### src/sv/tccw_pkg.sv
package tccw_pkg;

  // Fixed field widths
  localparam int COL_W  = 7;
  localparam int ROW_W  = 5;
  localparam int LOC_W  = 11;
  localparam int CELL_W = 16;

  // Action codes
  localparam logic [1:0] ACT_PUT   = 2'd0;
  localparam logic [1:0] ACT_CLEAR = 2'd1;
  localparam logic [1:0] ACT_READ  = 2'd2;

  // Control characters and printable range
  localparam logic [7:0] CH_BS       = 8'h08;
  localparam logic [7:0] CH_TAB      = 8'h09;
  localparam logic [7:0] CH_LF       = 8'h0A;
  localparam logic [7:0] CH_CR       = 8'h0D;
  localparam logic [7:0] CH_PRINT_LO = 8'h20;
  localparam logic [7:0] CH_PRINT_HI = 8'h7F;

  // White on black space
  localparam logic [CELL_W-1:0] BLANK_CELL = 16'h0F20;

  typedef struct packed {
    logic [1:0]  action;
    logic [7:0]  char_code;
    logic [3:0]  bg_color;
    logic [3:0]  fg_color;
    logic [10:0] cell_index;
  } in_t;

  typedef struct packed {
    logic [LOC_W-1:0]  cursor_location;
    logic [CELL_W-1:0] cell_data;
    logic              scrolled;
  } out_t;

  // Controller to datapath
  typedef struct packed {
    logic accept;
    logic blank_step;
    logic copy_step;
    logic out_load;
  } cmd_t;

  // Datapath to controller
  typedef struct packed {
    logic [1:0] action;
    logic       needs_scroll;
    logic       blank_last;
    logic       copy_last;
  } status_t;

endpackage

### src/sv/tccw_ctrl.sv
module tccw_ctrl
  import tccw_pkg::*;
(
  input  logic    clk_i,
  input  logic    rst_ni,
  input  logic    in_valid_i,
  output logic    in_stall_o,
  output logic    out_valid_o,
  input  logic    out_stall_i,
  input  status_t status_i,
  output cmd_t    cmd_o
);

  typedef enum logic [2:0] {
    ST_INIT,
    ST_IDLE,
    ST_CLEAR,
    ST_SCROLL,
    ST_FINISH
  } state_e;

  state_e state_q, state_d;
  logic   out_valid_q, out_valid_d;
  logic   out_free;

  assign out_free   = !out_valid_q || !out_stall_i;
  assign in_stall_o = (state_q != ST_IDLE);

  // Commands per state
  always_comb begin
    cmd_o.accept     = in_valid_i && (state_q == ST_IDLE);
    cmd_o.blank_step = (state_q == ST_INIT) || (state_q == ST_CLEAR);
    cmd_o.copy_step  = (state_q == ST_SCROLL);
    cmd_o.out_load   = (state_q == ST_FINISH) && out_free;
  end

  // Next state and result valid
  always_comb begin
    state_d     = state_q;
    out_valid_d = cmd_o.out_load || (out_valid_q && out_stall_i);
    case (state_q)
      ST_INIT: begin
        if (status_i.blank_last) state_d = ST_IDLE;
      end
      ST_IDLE: begin
        if (cmd_o.accept) begin
          case (status_i.action)
            ACT_PUT:   state_d = status_i.needs_scroll ? ST_SCROLL : ST_FINISH;
            ACT_CLEAR: state_d = ST_CLEAR;
            default:   state_d = ST_FINISH;
          endcase
        end
      end
      ST_CLEAR: begin
        if (status_i.blank_last) state_d = ST_FINISH;
      end
      ST_SCROLL: begin
        if (status_i.copy_last) state_d = ST_FINISH;
      end
      ST_FINISH: begin
        if (out_free) state_d = ST_IDLE;
      end
      default: state_d = ST_INIT;
    endcase
  end

  always_ff @(posedge clk_i or negedge rst_ni) begin
    if (!rst_ni) begin
      state_q     <= ST_INIT;
      out_valid_q <= 1'b0;
    end else begin
      state_q     <= state_d;
      out_valid_q <= out_valid_d;
    end
  end

  assign out_valid_o = out_valid_q;

endmodule

### config.mk
export PLATFORM = sky130hd
export DESIGN_NAME = tccw_ctrl
export DESIGN_NICKNAME = d
export VERILOG_FILES = /design/src/sv/tccw_pkg.sv /design/src/sv/tccw_ctrl.sv
export SDC_FILE = /design/constraint.sdc
export NUM_CORES = 1
export LEC_CHECK = 0
export ABC_AREA = 1
export BUFFER_PORTS_ARGS = -buffer_cell sky130_fd_sc_hd__buf_2
export CELL_PAD_IN_SITES_DETAIL_PLACEMENT = 1
export CELL_PAD_IN_SITES_GLOBAL_PLACEMENT = 1
export CORE_AREA = 2 2 39 41
export CTS_CLUSTER_SIZE = 25
export DETAILED_ROUTE_END_ITERATION = 12
export DIE_AREA = 0 0 41 43
export PLACE_DENSITY = 0.65
export REMOVE_ABC_BUFFERS = 1
export SLEW_MARGIN = 20
export SYNTH_ARGS = -nofsm -noshare
export SYNTH_HDL_FRONTEND = slang
export SYNTH_SLANG_ARGS = --single-unit
### constraint.sdc
create_clock -name clk_i -period 1.6 [get_ports clk_i]
set_clock_uncertainty 0.2 [all_clocks]
set_input_delay 0.32 -clock clk_i [delete_from_list [all_inputs] [get_ports clk_i]]
set_output_delay 0.32 -clock clk_i [all_outputs]
set_load 0.005 [all_outputs]
==> impl_metrics.ini <==
[placed_design]
port_buffers = 14
place_ws_ps = 118.8
gp_congestion = 0.7459
place_hpwl_um = 685.3

[clock_network]
clock_path_buffers = 2
clk_pin_slew_ps = 40
clock-sinks = 4
clk_latency_ps = 230
cts_root_buf = clkbuf_4
cts_tree = yes
cts-buffers-inserted = 3
cts_max_level = 1

[floorplanning]
die_width_um = 41
fp.coreArea_mm2 = 0.001384
initial_utilization_pct = 21.97
die_y_um = 43
io_pins = 15
die_area_mm2 = 0.001763
rows = 14

[setup_path]
cp.required_ps = 1080
worstPathCellList = inv_2, nand3_2, nor2_2, buf_2
cp_max_fo = 4
path_class = flop to output port
cp-start-kind = flop
path_buf_inv = 2
critPathTopFamily = flip-flops
critPathCaptureType = output port
reg2reg_slack_ps = 140
cp_slowest_cell = dfrtp_2
arrival_ps = 1070
max_stage_delay_ps = 440

[sta]
worstMarginPinSlew_ps = 167.2
period_needed_ps = 1589
final_max_slew_viol_count = 0
setup_violations = 0
fin_ws_ps = 11.18
hold_viol_final = 0
relSlewSlack_pct = 88.82
timing.fmax_mhz = 629.4
rsz0062_at_grt = true
period_share_pct = 99.30

[pwr]
fin_total_pwr_mw = 0.7635
p_int_mw = 0.4403
ir_worst_vdd_v = 0.0004466
leakage_nw = 0.2878
pwr-share-comb_pct = 59.1
power_frac_clock_pct = 15.8
switchingPower_mw = 0.3231
pwr-share-seq_pct = 25.1
powerDensity_mw_per_mm2 = 1553
switching_share_pct = 42.33

[run]
max_cap_viol_count = 0

[global_route]
grt_max_degree = 7
grt_pass1_wl_mm = 1.455
met3_usage_pct = 1.571
grt_antenna_before_repair = 0
grt.met2_usage_pct = 17.19
grt_pass1_vias = 372
gr-usage-met1_pct = 16.72
grt_busiest_layer = met2
overflow = 0
grt_usage_pct = 12.22

[yosys]
ys_warn_count = 0
synth_cell_types = 10
syn_avg_cell_area_um2 = 6.081
synth_area_um2 = 304.0
syn_inst = 50
seq_area_frac_synth_pct = 32.92
ys_seq_elements = 4

[finish]
layout.nets = 85
n_antenna_cell = 0
fillCellCount = 195
drive_gt1_share_pct = 45.95
areaGrowthSynthToFinish_pct = 61.73

[outcome]
status = finished clean

[route]
drtPass1Iterations = 4
routed_wl_um = 888
antenna_left = 0
drt_first_iter_violations = 8
wl_per_cell_um = 9.867
drc_errors = 0
vias = 390
vias_per_cell = 4.333

[worst_hold_path]
worstHoldPathType = input port to flop
-- registers in the layout (all words and copies together) (netlist names) --
register	flops
out_valid_o	1
state_q	3
-- tightest hold or removal path, cell delays in order --
cell and delay (ps):
buf_2 70, nand2_1 80, nand2_1 90
-- cell type report --
cell class                      instances  area (um2)  share of cell area, %
Clock buffer                            3       22.52                  4.580
Tap cell                               16       20.02                  4.071
Sequential cell                         4       102.6                  20.87
Inverter                                7       26.28                  5.344
Timing Repair Buffer                   21       125.1                  25.45
Multi-Input combinational cell         39       195.2                  39.69
-- path summary, 6_finish.rpt --
kind / from / to / cells after the start
min in group asynchronous: rst_ni / state_q[2]$_DFFE_PN0P_ / 2
max in group asynchronous: rst_ni / state_q[0]$_DFFE_PN0P_ / 2
worst min-delay path: out_stall_i / out_valid_o$_DFF_PN0_ / 3
worst min register to register: out_valid_o$_DFF_PN0_ / out_valid_o$_DFF_PN0_ / 2
worst max-delay path: state_q[1]$_DFFE_PN0P_ / cmd_o[3] / 4
worst max register to register: state_q[1]$_DFFE_PN0P_ / state_q[0]$_DFFE_PN0P_ / 9
-- cells by family (layout without fill, tap and decap cells) --
| kind of cell | Yosys count | count (layout) | synth area share, % |
|---|---|---|---|
| compound gates | 3 | 3 | 7.818 |
| buf+inv | 7 | 31 | 8.644 |
| flops | 4 | 4 | 32.92 |
| simple gates | 36 | 36 | 50.61 |
-- timing repair --
| item | in CTS | in global routing |
|---|---|---|
| pin swaps | 4 | 2 |
| setup endpoints to repair | 4 | 3 |
| buffers inserted | 4 | 1 |
| endpoints found under the hold margin | 4 | 0 |
| gates cloned | 0 | 0 |
| hold buffers | 1 | 0 |
| resized for setup | 8 | 1 |
-- cell usage after synthesis --
master	n	area [um2]
dfrtp_1	4	100.1
o21bai_1	2	15.01
nand3_1	8	40.04
o21ai_2	1	8.760
nand2_1	15	56.30
inv_1	7	26.28
nor2_1	9	33.78
nor2_2	2	12.51
nand4_1	1	6.260
nor3_1	1	5.000
-- routing by layer --
layer / share of wire, % / vias up
met5: 0 / -
met4: 0 / 0
met3: 2.4 / 0
met2: 52 / 4
met1: 46 / 180
li1: - / 206
-- layout by cell type (no fill, tap or decap) --
cell type	count
nand2_1	14
buf_2	14
nor2_1	7
nand3_1	7
buf_4	6
inv_1	5
nor2_2	3
clkbuf_4	3
inv_2	2
o21bai_1	2
dfrtp_1	2
dfrtp_2	2
nand3_2	1
nor2_4	1
nand2_2	1
nand4_1	1
o21ai_2	1
nor3_1	1
dlygate4sd3_1	1
-- power by group through the flow --
stage	sequential, mW	clock (mW)	combinational (mW)
4_1_cts	0.190	0.129	0.441
6_report	0.191	0.121	0.452
5_1_grt	0.198	0.130	0.512
3_3_place_gp	0.173	0	0.357
2_1_floorplan	0.178	0	0.219
3_5_place_dp	0.177	0	0.357
-- through the flow --
step | area, um2 | TNS, ps | hold slack [ps] | util [%] | cells
after detailed placement | 401.6 | 0 | -72.65 | 29.02 | 81
after global routing | 491.7 | -129.3 | 184.9 | 35.53 | 90
final | 491.7 | 0 | 165.6 | 35.53 | 90
after global placement | 401.6 | 0 | -75.49 | 29.02 | 81
after CTS | 481.7 | -17.31 | 148.8 | 34.81 | 89
after floorplan | 304.0 | 0 | -175.6 | - | 50
No activity file was read; power rests on OpenSTA's default activity.
